--- config.mk ---
export PLATFORM = sky130hd
export DESIGN_NAME = detector_frame_byte_parser_unit_flat
export DESIGN_NICKNAME = d
export VERILOG_FILES = /design/src/hw/rtl/dfbp_pkg.sv /design/src/hw/rtl/dfbp_if.sv /design/src/hw/rtl/dfbp_parser.sv /design/src/hw/rtl/dfbp_queue.sv /design/src/hw/rtl/detector_frame_byte_parser_unit.sv /design/src/flat_wrapper.sv
export SDC_FILE = /design/constraint.sdc
export NUM_CORES = 2
export LEC_CHECK = 0
export ABC_AREA = 1
export BUFFER_PORTS_ARGS = -buffer_cell sky130_fd_sc_hd__buf_2
export CORE_MARGIN = 4
export CORE_UTILIZATION = 67
export CTS_CLUSTER_DIAMETER = 120
export DETAILED_ROUTE_END_ITERATION = 6
export PLACE_DENSITY = 0.88
export SLEW_MARGIN = 15
export SYNTH_ARGS = -nofsm -noshare
export SYNTH_HDL_FRONTEND = slang
export SYNTH_SLANG_ARGS = --single-unit
--- constraint.sdc ---
create_clock -name clk -period 9.2 [get_ports clk]
set_clock_uncertainty 0.15 [all_clocks]
set_input_delay 0.92 -clock clk [delete_from_list [all_inputs] [get_ports clk]]
set_output_delay 0.92 -clock clk [all_outputs]
set_load 0.01 [all_outputs]
--- src/hw/rtl/dfbp_pkg.sv ---
// Shared types and constants of the detector frame byte parser.
// No dependencies.
package dfbp_pkg;

  localparam int NumPixelsDef = 64;
  localparam int UnitBytesDef = 4;
  localparam int QueueDepth   = 4;

  localparam logic [7:0] TypePix  = 8'hd5;
  localparam logic [7:0] TypePed  = 8'hd4;
  localparam int         HdrBytes = 20;
  localparam int         SkipBias = 7;

  localparam logic [2:0] StOk       = 3'd0;
  localparam logic [2:0] StBelow    = 3'd1;
  localparam logic [2:0] StUnhandled = 3'd2;
  localparam logic [2:0] StCount    = 3'd3;
  localparam logic [2:0] StBadSkip  = 3'd4;
  localparam logic [2:0] StOverflow = 3'd5;

  localparam logic KindSample = 1'b0;
  localparam logic KindStatus = 1'b1;

  localparam logic CfgMinEvent = 1'b0;
  localparam logic CfgAcceptPed = 1'b1;

  typedef struct packed {
    logic        result_kind;
    logic [5:0]  pixel_index;
    logic [15:0] sample_value;
    logic [31:0] packet_time;
    logic [7:0]  source_id;
    logic [7:0]  channel_id;
    logic [31:0] event_number;
    logic        packet_kind;
    logic [2:0]  frame_status;
    logic        last_of_frame;
  } result_t;

  typedef struct packed {
    logic       wr_en;
    logic       index;
    logic [31:0] data;
  } cfg_t;

  function automatic logic [5:0] pixel_map(input logic [5:0] i);
    logic [5:0] m;
    unique case (i)
      6'd0: m = 6'd31; 6'd1: m = 6'd30; 6'd2: m = 6'd29; 6'd3: m = 6'd28;
      6'd4: m = 6'd23; 6'd5: m = 6'd22; 6'd6: m = 6'd21; 6'd7: m = 6'd20;
      6'd8: m = 6'd15; 6'd9: m = 6'd14; 6'd10: m = 6'd13; 6'd11: m = 6'd12;
      6'd12: m = 6'd7; 6'd13: m = 6'd6; 6'd14: m = 6'd5; 6'd15: m = 6'd4;
      6'd16: m = 6'd0; 6'd17: m = 6'd1; 6'd18: m = 6'd2; 6'd19: m = 6'd3;
      6'd20: m = 6'd8; 6'd21: m = 6'd9; 6'd22: m = 6'd10; 6'd23: m = 6'd11;
      6'd24: m = 6'd16; 6'd25: m = 6'd17; 6'd26: m = 6'd18; 6'd27: m = 6'd19;
      6'd28: m = 6'd24; 6'd29: m = 6'd25; 6'd30: m = 6'd26; 6'd31: m = 6'd27;
      6'd32: m = 6'd63; 6'd33: m = 6'd62; 6'd34: m = 6'd61; 6'd35: m = 6'd60;
      6'd36: m = 6'd55; 6'd37: m = 6'd54; 6'd38: m = 6'd53; 6'd39: m = 6'd52;
      6'd40: m = 6'd47; 6'd41: m = 6'd46; 6'd42: m = 6'd45; 6'd43: m = 6'd44;
      6'd44: m = 6'd39; 6'd45: m = 6'd38; 6'd46: m = 6'd37; 6'd47: m = 6'd36;
      6'd48: m = 6'd32; 6'd49: m = 6'd33; 6'd50: m = 6'd34; 6'd51: m = 6'd35;
      6'd52: m = 6'd40; 6'd53: m = 6'd41; 6'd54: m = 6'd42; 6'd55: m = 6'd43;
      6'd56: m = 6'd48; 6'd57: m = 6'd49; 6'd58: m = 6'd50; 6'd59: m = 6'd51;
      6'd60: m = 6'd56; 6'd61: m = 6'd57; 6'd62: m = 6'd58; 6'd63: m = 6'd59;
      default: m = 6'd0;
    endcase
    return m;
  endfunction

endpackage

--- src/hw/rtl/dfbp_if.sv ---
// Stream channels of the detector frame byte parser.
// No dependencies.
interface dfbp_byte_if;
  logic       valid;
  logic       ready;
  logic [7:0] data_byte;
  modport source (output valid, output data_byte, input ready);
  modport sink (input valid, input data_byte, output ready);
endinterface

interface dfbp_result_if;
  logic        valid;
  logic        ready;
  logic        result_kind;
  logic [5:0]  pixel_index;
  logic [15:0] sample_value;
  logic [31:0] packet_time;
  logic [7:0]  source_id;
  logic [7:0]  channel_id;
  logic [31:0] event_number;
  logic        packet_kind;
  logic [2:0]  frame_status;
  logic        last_of_frame;
  modport source (output valid, output result_kind, output pixel_index, output sample_value,
                  output packet_time, output source_id, output channel_id,
                  output event_number, output packet_kind, output frame_status,
                  output last_of_frame, input ready);
  modport sink (input valid, input result_kind, input pixel_index, input sample_value,
                input packet_time, input source_id, input channel_id,
                input event_number, input packet_kind, input frame_status,
                input last_of_frame, output ready);
endinterface

--- src/hw/rtl/dfbp_parser.sv ---
// Front part: frame byte parser, one byte per transfer, up to two results.
// Depends on dfbp_pkg.
module dfbp_parser #(
  parameter int NUM_PIXELS = dfbp_pkg::NumPixelsDef,
  parameter int UNIT_BYTES = dfbp_pkg::UnitBytesDef
) (
  input  logic              clk,
  input  logic              rst,
  input  dfbp_pkg::cfg_t    cfg,
  input  logic              fire,
  input  logic [7:0]        data_byte,
  output logic [1:0]        push_count,
  output dfbp_pkg::result_t res0,
  output dfbp_pkg::result_t res1
);
  import dfbp_pkg::*;

  localparam int OffW = 24 + $clog2(UNIT_BYTES) + 2;

  localparam logic [4:0] PH_HDR = 5'd0, PH_SKIP = 5'd1, PH_DBLEN = 5'd2, PH_VER = 5'd3,
    PH_TYPE = 5'd4, PH_SEQ = 5'd5, PH_TIME = 5'd6, PH_DLEN = 5'd7, PH_P_SRC = 5'd8,
    PH_P_TRIG = 5'd9, PH_P_CHAN = 5'd10, PH_P_HOLD = 5'd11, PH_P_NS = 5'd12,
    PH_P_SMP = 5'd13, PH_E_NEV = 5'd14, PH_E_NS = 5'd15, PH_E_TIME = 5'd16,
    PH_E_TRIG = 5'd17, PH_E_SRC = 5'd18, PH_E_CHAN = 5'd19, PH_E_SMP = 5'd20,
    PH_A_LEN = 5'd21, PH_A_SKIP = 5'd22, PH_T_LEN = 5'd23, PH_T_SKIP = 5'd24,
    PH_DONE = 5'd25;

  logic [31:0] min_event_number;
  logic        accept_pedestal_packets;

  logic [4:0]      phase, phase_next;
  logic [OffW-1:0] off;
  logic [23:0]     flen, flen_next;
  logic [15:0]     hlen, hlen_next;
  logic [31:0]     shift, shift_next;
  logic [2:0]      fbc, fbc_next;
  logic [31:0]     evnum, evnum_next;
  logic [7:0]      ptype, ptype_next;
  logic [31:0]     ptime, ptime_next;
  logic [7:0]      src, src_next;
  logic [7:0]      chan, chan_next;
  logic [15:0]     nexp, nexp_next;
  logic [15:0]     cnt, cnt_next;
  logic [7:0]      left, left_next;
  logic [2:0]      pend, pend_next;

  logic [OffW-1:0] off_inc, target, frame_end;
  logic            done2, done4, smp_out, frame_over;
  logic [5:0]      smp_pix;
  logic [15:0]     cnt_inc;
  logic [7:0]      left_dec;
  logic [2:0]      st;

  assign off_inc  = off + OffW'(1);
  assign target   = OffW'((OffW'(hlen) + OffW'(SkipBias)) * OffW'(UNIT_BYTES));
  assign shift_next = (fbc == 3'd0) ? {24'd0, data_byte} : {shift[23:0], data_byte};
  assign done2    = (fbc >= 3'd1);
  assign done4    = (fbc >= 3'd3);
  assign cnt_inc  = cnt + 16'd1;
  assign left_dec = left - 8'd1;

  always_comb begin
    frame_end = OffW'(OffW'(flen) * OffW'(UNIT_BYTES));
    if (frame_end < OffW'(HdrBytes)) begin
      frame_end = OffW'(HdrBytes);
    end
  end

  always_comb begin
    phase_next = phase; flen_next = flen; hlen_next = hlen; fbc_next = fbc;
    evnum_next = evnum; ptype_next = ptype; ptime_next = ptime; src_next = src;
    chan_next = chan; nexp_next = nexp; cnt_next = cnt; left_next = left;
    pend_next = pend; smp_out = 1'b0; smp_pix = 6'd0;
    unique case (phase)
      PH_HDR: begin
        if (off == OffW'(0)) begin
          pend_next = StOk;
          fbc_next = 3'd0;
        end else if (off == OffW'(1)) begin
          flen_next = {16'd0, data_byte};
        end else if (off <= OffW'(3)) begin
          flen_next = {flen[15:0], data_byte};
        end else if (off == OffW'(8)) begin
          hlen_next = {8'd0, data_byte};
        end else if (off == OffW'(9)) begin
          hlen_next = {hlen[7:0], data_byte};
        end else if (off == OffW'(16)) begin
          evnum_next = {24'd0, data_byte};
        end else if (off >= OffW'(17) && off <= OffW'(19)) begin
          evnum_next = {evnum[23:0], data_byte};
        end
        if (off >= OffW'(19)) begin
          if (evnum_next <= min_event_number) begin
            if (pend_next == StOk) pend_next = StBelow;
            phase_next = PH_DONE;
          end else if (target < OffW'(HdrBytes)) begin
            if (pend_next == StOk) pend_next = StBadSkip;
            phase_next = PH_DONE;
          end else begin
            phase_next = (target == OffW'(HdrBytes)) ? PH_DBLEN : PH_SKIP;
          end
        end
      end
      PH_SKIP: if (off_inc >= target) phase_next = PH_DBLEN;
      PH_DBLEN: begin
        fbc_next = done4 ? 3'd0 : fbc + 3'd1;
        if (done4) phase_next = PH_VER;
      end
      PH_VER: phase_next = PH_TYPE;
      PH_TYPE: begin
        ptype_next = data_byte;
        phase_next = PH_SEQ;
      end
      PH_SEQ: begin
        fbc_next = done2 ? 3'd0 : fbc + 3'd1;
        if (done2) phase_next = PH_TIME;
      end
      PH_TIME: begin
        fbc_next = done4 ? 3'd0 : fbc + 3'd1;
        if (done4) begin
          ptime_next = shift_next;
          phase_next = PH_DLEN;
        end
      end
      PH_DLEN: begin
        fbc_next = done2 ? 3'd0 : fbc + 3'd1;
        if (done2) begin
          if (ptype == TypePix) begin
            phase_next = PH_P_SRC;
          end else if (ptype == TypePed && accept_pedestal_packets) begin
            phase_next = PH_E_NEV;
          end else begin
            if (pend == StOk) pend_next = StUnhandled;
            phase_next = PH_A_LEN;
          end
        end
      end
      PH_P_SRC: begin
        src_next = data_byte;
        phase_next = PH_P_TRIG;
      end
      PH_P_TRIG: phase_next = PH_P_CHAN;
      PH_P_CHAN: begin
        chan_next = data_byte;
        phase_next = PH_P_HOLD;
      end
      PH_P_HOLD: begin
        fbc_next = done2 ? 3'd0 : fbc + 3'd1;
        if (done2) phase_next = PH_P_NS;
      end
      PH_P_NS: begin
        fbc_next = done2 ? 3'd0 : fbc + 3'd1;
        if (done2) begin
          nexp_next = shift_next[15:0];
          cnt_next = 16'd0;
          if (shift_next[15:0] == 16'(NUM_PIXELS)) begin
            phase_next = PH_P_SMP;
          end else begin
            if (pend == StOk) pend_next = StCount;
            phase_next = PH_A_LEN;
          end
        end
      end
      PH_P_SMP: begin
        fbc_next = done2 ? 3'd0 : fbc + 3'd1;
        if (done2) begin
          smp_out = 1'b1;
          smp_pix = pixel_map(cnt[5:0]);
          cnt_next = cnt_inc;
          if (cnt_inc >= 16'(NUM_PIXELS)) phase_next = PH_A_LEN;
        end
      end
      PH_E_NEV: begin
        left_next = data_byte;
        phase_next = PH_E_NS;
      end
      PH_E_NS: begin
        fbc_next = done2 ? 3'd0 : fbc + 3'd1;
        if (done2) begin
          nexp_next = shift_next[15:0];
          phase_next = (left == 8'd0) ? PH_A_LEN : PH_E_TIME;
        end
      end
      PH_E_TIME: begin
        fbc_next = done4 ? 3'd0 : fbc + 3'd1;
        if (done4) phase_next = PH_E_TRIG;
      end
      PH_E_TRIG: phase_next = PH_E_SRC;
      PH_E_SRC: begin
        src_next = data_byte;
        phase_next = PH_E_CHAN;
      end
      PH_E_CHAN: begin
        chan_next = data_byte;
        cnt_next = 16'd0;
        if (nexp == 16'd0) begin
          left_next = left_dec;
          phase_next = (left_dec == 8'd0) ? PH_A_LEN : PH_E_TIME;
        end else begin
          phase_next = PH_E_SMP;
        end
      end
      PH_E_SMP: begin
        fbc_next = done2 ? 3'd0 : fbc + 3'd1;
        if (done2) begin
          if (cnt < 16'(NUM_PIXELS)) begin
            smp_out = 1'b1;
            smp_pix = cnt[5:0];
          end else if (pend == StOk) begin
            pend_next = StOverflow;
          end
          cnt_next = cnt_inc;
          if (cnt_inc == nexp) begin
            left_next = left_dec;
            phase_next = (left_dec == 8'd0) ? PH_A_LEN : PH_E_TIME;
          end
        end
      end
      PH_A_LEN: begin
        left_next = data_byte;
        phase_next = (data_byte == 8'd0) ? PH_T_LEN : PH_A_SKIP;
      end
      PH_A_SKIP: begin
        left_next = left_dec;
        if (left_dec == 8'd0) phase_next = PH_T_LEN;
      end
      PH_T_LEN: begin
        left_next = data_byte;
        phase_next = (data_byte == 8'd0) ? PH_DONE : PH_T_SKIP;
      end
      PH_T_SKIP: begin
        left_next = left_dec;
        if (left_dec == 8'd0) phase_next = PH_DONE;
      end
      default: phase_next = PH_DONE;
    endcase
  end

  assign frame_over = (off >= OffW'(HdrBytes - 1)) && (off_inc >= frame_end);
  assign st = (pend_next == StOk && phase_next != PH_DONE) ? StBadSkip : pend_next;

  always_comb begin
    dfbp_pkg::result_t s, t;
    s = '0;
    s.result_kind = KindSample;
    s.pixel_index = smp_pix;
    s.sample_value = shift_next[15:0];
    s.packet_time = ptime;
    s.source_id = src;
    s.channel_id = chan;
    s.event_number = evnum;
    s.packet_kind = (phase == PH_E_SMP) && (ptype == TypePed);
    t = '0;
    t.result_kind = KindStatus;
    t.event_number = evnum_next;
    t.frame_status = st;
    t.last_of_frame = 1'b1;
    res0 = smp_out ? s : t;
    res1 = t;
    push_count = fire ? (2'(smp_out) + 2'(frame_over)) : 2'd0;
  end

  always_ff @(posedge clk) begin
    if (rst) begin
      min_event_number <= 32'd10;
      accept_pedestal_packets <= 1'b1;
    end else if (cfg.wr_en) begin
      if (cfg.index == CfgMinEvent) min_event_number <= cfg.data;
      if (cfg.index == CfgAcceptPed) accept_pedestal_packets <= cfg.data[0];
    end
  end

  always_ff @(posedge clk) begin
    if (rst) begin
      phase <= PH_HDR; off <= '0; flen <= '0; hlen <= '0; shift <= '0; fbc <= '0;
      evnum <= '0; ptype <= '0; ptime <= '0; src <= '0; chan <= '0; nexp <= '0;
      cnt <= '0; left <= '0; pend <= '0;
    end else if (fire) begin
      flen <= flen_next; hlen <= hlen_next; shift <= shift_next; evnum <= evnum_next;
      ptype <= ptype_next; ptime <= ptime_next; src <= src_next; chan <= chan_next;
      nexp <= nexp_next; cnt <= cnt_next; left <= left_next; pend <= pend_next;
      if (frame_over) begin
        phase <= PH_HDR;
        off <= '0;
        fbc <= 3'd0;
      end else begin
        phase <= phase_next;
        off <= off_inc;
        fbc <= fbc_next;
      end
    end
  end

endmodule

--- src/hw/rtl/dfbp_queue.sv ---
// Back part: result queue taking up to two results a cycle, one out a cycle while out_ready is high.
// Depends on dfbp_pkg.
module dfbp_queue (
  input  logic              clk,
  input  logic              rst,
  input  logic [1:0]        push_count,
  input  dfbp_pkg::result_t res0,
  input  dfbp_pkg::result_t res1,
  output logic              room,
  output logic              out_valid,
  input  logic              out_ready,
  output dfbp_pkg::result_t out_res
);
  import dfbp_pkg::*;

  localparam int PtrW = $clog2(QueueDepth);

  result_t         mem [QueueDepth];
  logic [PtrW-1:0] wr, rd;
  logic [PtrW:0]   count;
  logic            pop;

  assign pop       = out_valid && out_ready;
  assign out_valid = (count != '0);
  assign out_res   = mem[rd];
  assign room      = (count <= (PtrW+1)'(QueueDepth - 2));

  always_ff @(posedge clk) begin
    if (push_count != 2'd0) mem[wr] <= res0;
    if (push_count == 2'd2) mem[wr + PtrW'(1)] <= res1;
  end

  always_ff @(posedge clk) begin
    if (rst) begin
      wr <= '0;
      rd <= '0;
      count <= '0;
    end else begin
      wr <= wr + PtrW'(push_count);
      if (pop) rd <= rd + PtrW'(1);
      count <= count + (PtrW+1)'(push_count) - (PtrW+1)'(pop);
    end
  end

endmodule

--- src/hw/rtl/detector_frame_byte_parser_unit.sv ---
// Top level of the detector frame byte parser: parser front, result queue back.
// Depends on dfbp_pkg, dfbp_if, dfbp_parser and dfbp_queue.
// Throughput: one byte per cycle; ready holds while the queue has two free slots.
// Results: each is written into the queue on its byte transfer and offered once earlier results are taken.
// Reset: synchronous rst clears parse state and queue; registers return to defaults.
module detector_frame_byte_parser_unit #(
  parameter int NUM_PIXELS = dfbp_pkg::NumPixelsDef,
  parameter int UNIT_BYTES = dfbp_pkg::UnitBytesDef
) (
  input  logic        clk,
  input  logic        rst,
  input  logic        cfg_wr_en,
  input  logic        cfg_index,
  input  logic [31:0] cfg_wdata,
  dfbp_byte_if.sink     byte_in,
  dfbp_result_if.source result_out
);
  import dfbp_pkg::*;

  cfg_t       cfg;
  logic       fire, room;
  logic [1:0] push_count;
  result_t    res0, res1, out_res;

  assign cfg = '{wr_en: cfg_wr_en, index: cfg_index, data: cfg_wdata};
  assign byte_in.ready = room;
  assign fire = byte_in.valid && room;

  dfbp_parser #(.NUM_PIXELS(NUM_PIXELS), .UNIT_BYTES(UNIT_BYTES)) u_parser (
    .clk, .rst, .cfg, .fire, .data_byte(byte_in.data_byte), .push_count, .res0, .res1
  );

  dfbp_queue u_queue (
    .clk, .rst, .push_count, .res0, .res1, .room,
    .out_valid(result_out.valid), .out_ready(result_out.ready), .out_res
  );

  assign result_out.result_kind   = out_res.result_kind;
  assign result_out.pixel_index   = out_res.pixel_index;
  assign result_out.sample_value  = out_res.sample_value;
  assign result_out.packet_time   = out_res.packet_time;
  assign result_out.source_id     = out_res.source_id;
  assign result_out.channel_id    = out_res.channel_id;
  assign result_out.event_number  = out_res.event_number;
  assign result_out.packet_kind   = out_res.packet_kind;
  assign result_out.frame_status  = out_res.frame_status;
  assign result_out.last_of_frame = out_res.last_of_frame;

  a_push_needs_fire: assert property (@(posedge clk) disable iff (rst)
    push_count != 2'd0 |-> fire) else $error("results pushed without a byte transfer");
  a_pair_ends_frame: assert property (@(posedge clk) disable iff (rst)
    push_count == 2'd2 |-> res1.last_of_frame && !res0.last_of_frame)
    else $error("second result of a byte is not the frame status");
  a_status_clean: assert property (@(posedge clk) disable iff (rst)
    result_out.valid && result_out.last_of_frame |-> result_out.result_kind == KindStatus)
    else $error("frame end flag on a sample result");

endmodule
--- src/flat_wrapper.sv ---
// flat-port wrapper written by rule: the top's interface ports become plain ports
module detector_frame_byte_parser_unit_flat import dfbp_pkg::*;
#(
  parameter int NUM_PIXELS = dfbp_pkg::NumPixelsDef,
  parameter int UNIT_BYTES = dfbp_pkg::UnitBytesDef
)
  (clk, rst, cfg_wr_en, cfg_index, cfg_wdata, byte_in_valid, byte_in_data_byte, byte_in_ready, result_out_valid, result_out_result_kind, result_out_pixel_index, result_out_sample_value, result_out_packet_time, result_out_source_id, result_out_channel_id, result_out_event_number, result_out_packet_kind, result_out_frame_status, result_out_last_of_frame, result_out_ready);
  dfbp_byte_if byte_in_i ();
  dfbp_result_if result_out_i ();
  input  logic clk;
  input  logic rst;
  input  logic cfg_wr_en;
  input  logic cfg_index;
  input  logic [31:0] cfg_wdata;
  input wire logic [$bits(byte_in_i.valid)-1:0] byte_in_valid;
  input wire logic [$bits(byte_in_i.data_byte)-1:0] byte_in_data_byte;
  output wire logic [$bits(byte_in_i.ready)-1:0] byte_in_ready;
  output wire logic [$bits(result_out_i.valid)-1:0] result_out_valid;
  output wire logic [$bits(result_out_i.result_kind)-1:0] result_out_result_kind;
  output wire logic [$bits(result_out_i.pixel_index)-1:0] result_out_pixel_index;
  output wire logic [$bits(result_out_i.sample_value)-1:0] result_out_sample_value;
  output wire logic [$bits(result_out_i.packet_time)-1:0] result_out_packet_time;
  output wire logic [$bits(result_out_i.source_id)-1:0] result_out_source_id;
  output wire logic [$bits(result_out_i.channel_id)-1:0] result_out_channel_id;
  output wire logic [$bits(result_out_i.event_number)-1:0] result_out_event_number;
  output wire logic [$bits(result_out_i.packet_kind)-1:0] result_out_packet_kind;
  output wire logic [$bits(result_out_i.frame_status)-1:0] result_out_frame_status;
  output wire logic [$bits(result_out_i.last_of_frame)-1:0] result_out_last_of_frame;
  input wire logic [$bits(result_out_i.ready)-1:0] result_out_ready;
  assign byte_in_i.valid = byte_in_valid;
  assign byte_in_i.data_byte = byte_in_data_byte;
  assign byte_in_ready = byte_in_i.ready;
  assign result_out_valid = result_out_i.valid;
  assign result_out_result_kind = result_out_i.result_kind;
  assign result_out_pixel_index = result_out_i.pixel_index;
  assign result_out_sample_value = result_out_i.sample_value;
  assign result_out_packet_time = result_out_i.packet_time;
  assign result_out_source_id = result_out_i.source_id;
  assign result_out_channel_id = result_out_i.channel_id;
  assign result_out_event_number = result_out_i.event_number;
  assign result_out_packet_kind = result_out_i.packet_kind;
  assign result_out_frame_status = result_out_i.frame_status;
  assign result_out_last_of_frame = result_out_i.last_of_frame;
  assign result_out_i.ready = result_out_ready;
  detector_frame_byte_parser_unit #(.NUM_PIXELS(NUM_PIXELS), .UNIT_BYTES(UNIT_BYTES)) u_core (.clk(clk), .rst(rst), .cfg_wr_en(cfg_wr_en), .cfg_index(cfg_index), .cfg_wdata(cfg_wdata), .byte_in(byte_in_i), .result_out(result_out_i));
endmodule
==> flow_metrics.py <==
metrics = {
    "status": {
        "status": "finished, violations left",
        "failed_checks": "design-rule violations",
    },
    "setup_path": {
        "cp-endpoint": "u_core.u_queue.mem[1][6]$_DFFE_PP_",
        "start_kind": "flop",
        "cp.required_ns": 9.34,
        "worst_path_max_delay_cell": "nand2_1",
        "reg2regPathDepth": 29,
        "reg2reg_slack_ns": 2.63,
        "worstSetupStartpoint": "u_core.u_parser.off[0]$_SDFFE_PP0P_",
        "endpoint_kind": "flop",
        "r2r-end": "u_core.u_queue.mem[1][6]$_DFFE_PP_",
        "cp_slowest_stage_delay_ns": 0.92,
        "arrival_ns": 6.71,
        "rr_startpoint": "u_core.u_parser.off[0]$_SDFFE_PP0P_",
        "crit_type": "flop to flop",
        "crit_fanout": 55,
    },
    "clocking": {
        "clock-sinks": 707,
        "tritoncts": "done",
        "cts_buffers": 73,
        "cts.path.max_buffers": 3,
        "htree_num_levels": 3,
        "root_buffer": "clkbuf_16",
        "postCtsSetupRepairBufs": 0,
        "cts_resized": 0,
        "hold_buffers": 0,
        "clock_latency_ns": 0.63,
        "clkTransAtPathRegs_ns": 0.06,
    },
    "timing": {
        "hold_viol": 0,
        "slew_viol_final": 0,
        "fin_setup_tns_ns": 0,
        "finalCritPeriodShare_pct": 71.4,
        "tightest_slew_ns": 1.21,
        "max_freq_ghz": 0.152,
        "setup_viol": 0,
        "fin_crit_ns": 6.57,
        "slew_headroom_pct": 19.5,
        "finalWorstSetupSlack_ns": 2.63,
        "rsz0062_at_grt": "false",
    },
    "floorplan": {
        "pin_count": 156,
        "start_util_pct": 67.9,
        "dieArea_um2": 54600,
        "die_w_um": 234,
        "rows": 82,
        "core_area_um2": 50300,
        "die_h_um": 234,
    },
    "placed_design": {
        "dp_hpwl_um": 64400,
        "finalWeightedCongestion": 0.987,
        "placed_cell_area_um2": 34900,
        "dp_slack_ns": 2.71,
        "portBuffers": 155,
    },
    "power": {
        "power_leakage_nw": 15.1,
        "ir_worst_vdd_mv": 0.162,
        "total_power_mw": 8.08,
        "power_density_nw_per_um2": 217,
    },
    "layout": {
        "num_antenna_cells": 0,
        "utilization_pct": 74.1,
        "drive_gt1_share_pct": 9.49,
        "final_area_um2": 37300,
        "syn_to_final_growth_pct": 9.24,
        "nets": 4634,
        "n_fill_cell": 3812,
    },
    "synth": {
        "synth_cells": 4528,
        "yosysSeqAreaShare_pct": 45.6,
        "ys_async_sr_fraction_pct": 0,
        "yosysUniqueCellTypes": 52,
        "synth-edff-count": 140,
        "synthFlopType": "dfxtp_1",
        "netlist_area_um2": 34100,
        "syn_area_per_cell_um2": 7.54,
        "synth_seq_cells": 707,
        "synth_fp_nets": 4666,
        "ys_warn_count": 0,
    },
    "drt": {
        "drc": 2,
        "vias": 33000,
        "drtPass1Iterations": 7,
        "wirelength_um": 104000,
        "vias_per_cell": 6.32,
        "ant_nets": 0,
        "wl_per_cell_um": 19.9,
        "drt_iter0_markers": 4490,
    },
    "hold_path": {
        "hold_path.class": "flop to flop",
    },
    "global_routing": {
        "grt_pass1_wl_um": 161000,
        "gr-total-overflow": 0,
        "antenna_found_initial": 4,
        "grt_max_degree": 114,
        "gr-usage-all-layers_pct": 36.6,
        "grt_pass1_vias": 30500,
    },
    "job": {
        "drv_cap": 0,
    },
}
power breakdown:
| part | switching, mW | leakage [nW] | internal [mW] |
|---|---|---|---|
| clock network | 1.25 | 1.19 | 1.73 |
| registers | 0.107 | 5.87 | 3.24 |
| logic | 1.22 | 8.00 | 0.532 |
layout make-up:
| class | instances | area [um^2] | share of cell area, % |
|---|---|---|---|
| inverters | 369 | 1410 | 3.78 |
| clock buffers | 110 | 2180 | 5.85 |
| clock inverters | 19 | 229 | 0.614 |
| flip-flops and latches | 707 | 15600 | 41.8 |
| repair buffers | 192 | 1060 | 2.83 |
| well taps | 672 | 841 | 2.26 |
| multi-input cells | 3153 | 16000 | 42.9 |
kinds of logic (layout without fill, tap and decap cells):
| kind of cell | Yosys count | after routing | share of synthesized area, % |
|---|---|---|---|
| adders and majority gates | 92 | 92 | 3.40 |
| AOI/OAI and AO/OA | 1302 | 1302 | 20.7 |
| buffers and inverters | 668 | 690 | 7.62 |
| DFF | 707 | 707 | 45.6 |
| and+or+nand+nor | 1725 | 1725 | 21.8 |
| xor gates and xnor gates | 34 | 34 | 0.873 |
placed cells by master (no fill, tap or decap), drive strengths merged, types with 109 or more instances in the layout:
| cell type | Yosys | final |
|---|---|---|
| inv | 366 | 366 |
| nor2 | 505 | 505 |
| a21oi | 404 | 404 |
| o22ai | 109 | 109 |
| dfxtp | 567 | 567 |
| buf | 87 | 192 |
| nand3 | 414 | 414 |
| edfxtp | 140 | 140 |
| nand2 | 688 | 688 |
| clkbuf | 212 | 110 |
| o21ai | 719 | 719 |
state kept, by name, summed over array words and instances (netlist names), named ones only:
signal / count
u_core.u_parser.ptime: 32
u_core.u_queue.mem: 428
u_core.u_parser.evnum: 32
u_core.u_parser.src: 8
u_core.u_parser.phase: 5
u_core.u_parser.left: 8
u_core.u_parser.pend: 3
u_core.u_queue.wr: 2
u_core.u_queue.count: 3
u_core.u_parser.hlen: 16
u_core.u_queue.rd: 2
u_core.u_parser.cnt: 16
u_core.u_parser.chan: 8
u_core.u_parser.flen: 24
u_core.u_parser.nexp: 16
u_core.u_parser.accept_pedestal_packets: 1
u_core.u_parser.shift: 24
u_core.u_parser.min_event_number: 32
u_core.u_parser.off: 28
u_core.u_parser.ptype: 8
u_core.u_parser.fbc: 3
layer usage:
layer	vias up	wire (um)	GRT usage, %
met3	388	11500	8.33
li1	15300	-	-
met1	15300	39800	47.3
met4	4	4920	15.9
met2	2034	47500	59.2
met5	-	23	0
cells in the mapped netlist (5+ instances only):
| master | count | area [um^2] |
|---|---|---|
| a211oi_1 | 43 | 323 |
| a21oi_1 | 378 | 1890 |
| a21oi_2 | 26 | 228 |
| a22oi_1 | 5 | 37.5 |
| buf_1 | 45 | 169 |
| buf_2 | 35 | 175 |
| buf_6 | 6 | 67.6 |
| clkbuf_1 | 212 | 796 |
| dfxtp_1 | 567 | 11400 |
| edfxtp_1 | 140 | 4200 |
| ha_1 | 91 | 1140 |
| inv_1 | 352 | 1320 |
| inv_2 | 14 | 52.6 |
| nand2_1 | 678 | 2540 |
| nand2_2 | 9 | 56.3 |
| nand3_1 | 412 | 2060 |
| nand3b_1 | 6 | 45.0 |
| nand4_1 | 44 | 275 |
| nor2_1 | 489 | 1840 |
| nor2_2 | 10 | 62.6 |
| nor2_4 | 6 | 67.6 |
| nor3_1 | 30 | 150 |
| nor3_4 | 5 | 81.3 |
| o211ai_1 | 8 | 60.1 |
| o21ai_0 | 656 | 3280 |
| o21ai_1 | 33 | 165 |
| o21ai_2 | 30 | 263 |
| o22ai_1 | 109 | 682 |
| or2_1 | 19 | 119 |
| xnor2_1 | 10 | 87.6 |
| xor2_1 | 24 | 210 |
worst min-delay path by stage:
stage / startpoint / end / depth (start not counted)
after floorplan: u_core.u_queue.mem[1][0]$_SDFFE_PP1P_ / u_core.u_queue.mem[1][0]$_SDFFE_PP1P_ / 2
after global placement: u_core.u_parser.src[2]$_SDFFE_PP0P_ / u_core.u_parser.src[2]$_SDFFE_PP0P_ / 2
after detailed placement: u_core.u_queue.mem[1][0]$_SDFFE_PP1P_ / u_core.u_queue.mem[1][0]$_SDFFE_PP1P_ / 2
after CTS: u_core.u_queue.mem[1][0]$_SDFFE_PP1P_ / u_core.u_queue.mem[1][0]$_SDFFE_PP1P_ / 2
after global routing: u_core.u_parser.src[2]$_SDFFE_PP0P_ / u_core.u_parser.src[2]$_SDFFE_PP0P_ / 2
final: u_core.u_parser.shift[6]$_SDFFE_PP0P_ / u_core.u_parser.shift[6]$_SDFFE_PP0P_ / 2
metrics by stage:
step | hold slack [ns] | cells
finish | 0.304 | 5222
global route | 0.328 | 5222
CTS | 0.306 | 5222
detailed placement | 0.291 | 5093
global placement | 0.282 | 5093
floorplan | 0.272 | 4528
critical path: cells and delay by family (launching register included):
family / cells / cell delay (ns)
adder cells (fa/ha/maj): 3 / 0.60
buffers and inverters: 7 / 1.62
AND/OR/NAND/NOR: 16 / 2.89
AO/OA/AOI/OAI: 2 / 0.20
XOR/XNOR: 1 / 0.34
flip-flops: 1 / 0.39
Note: power is estimated with default switching activity, not from simulation.
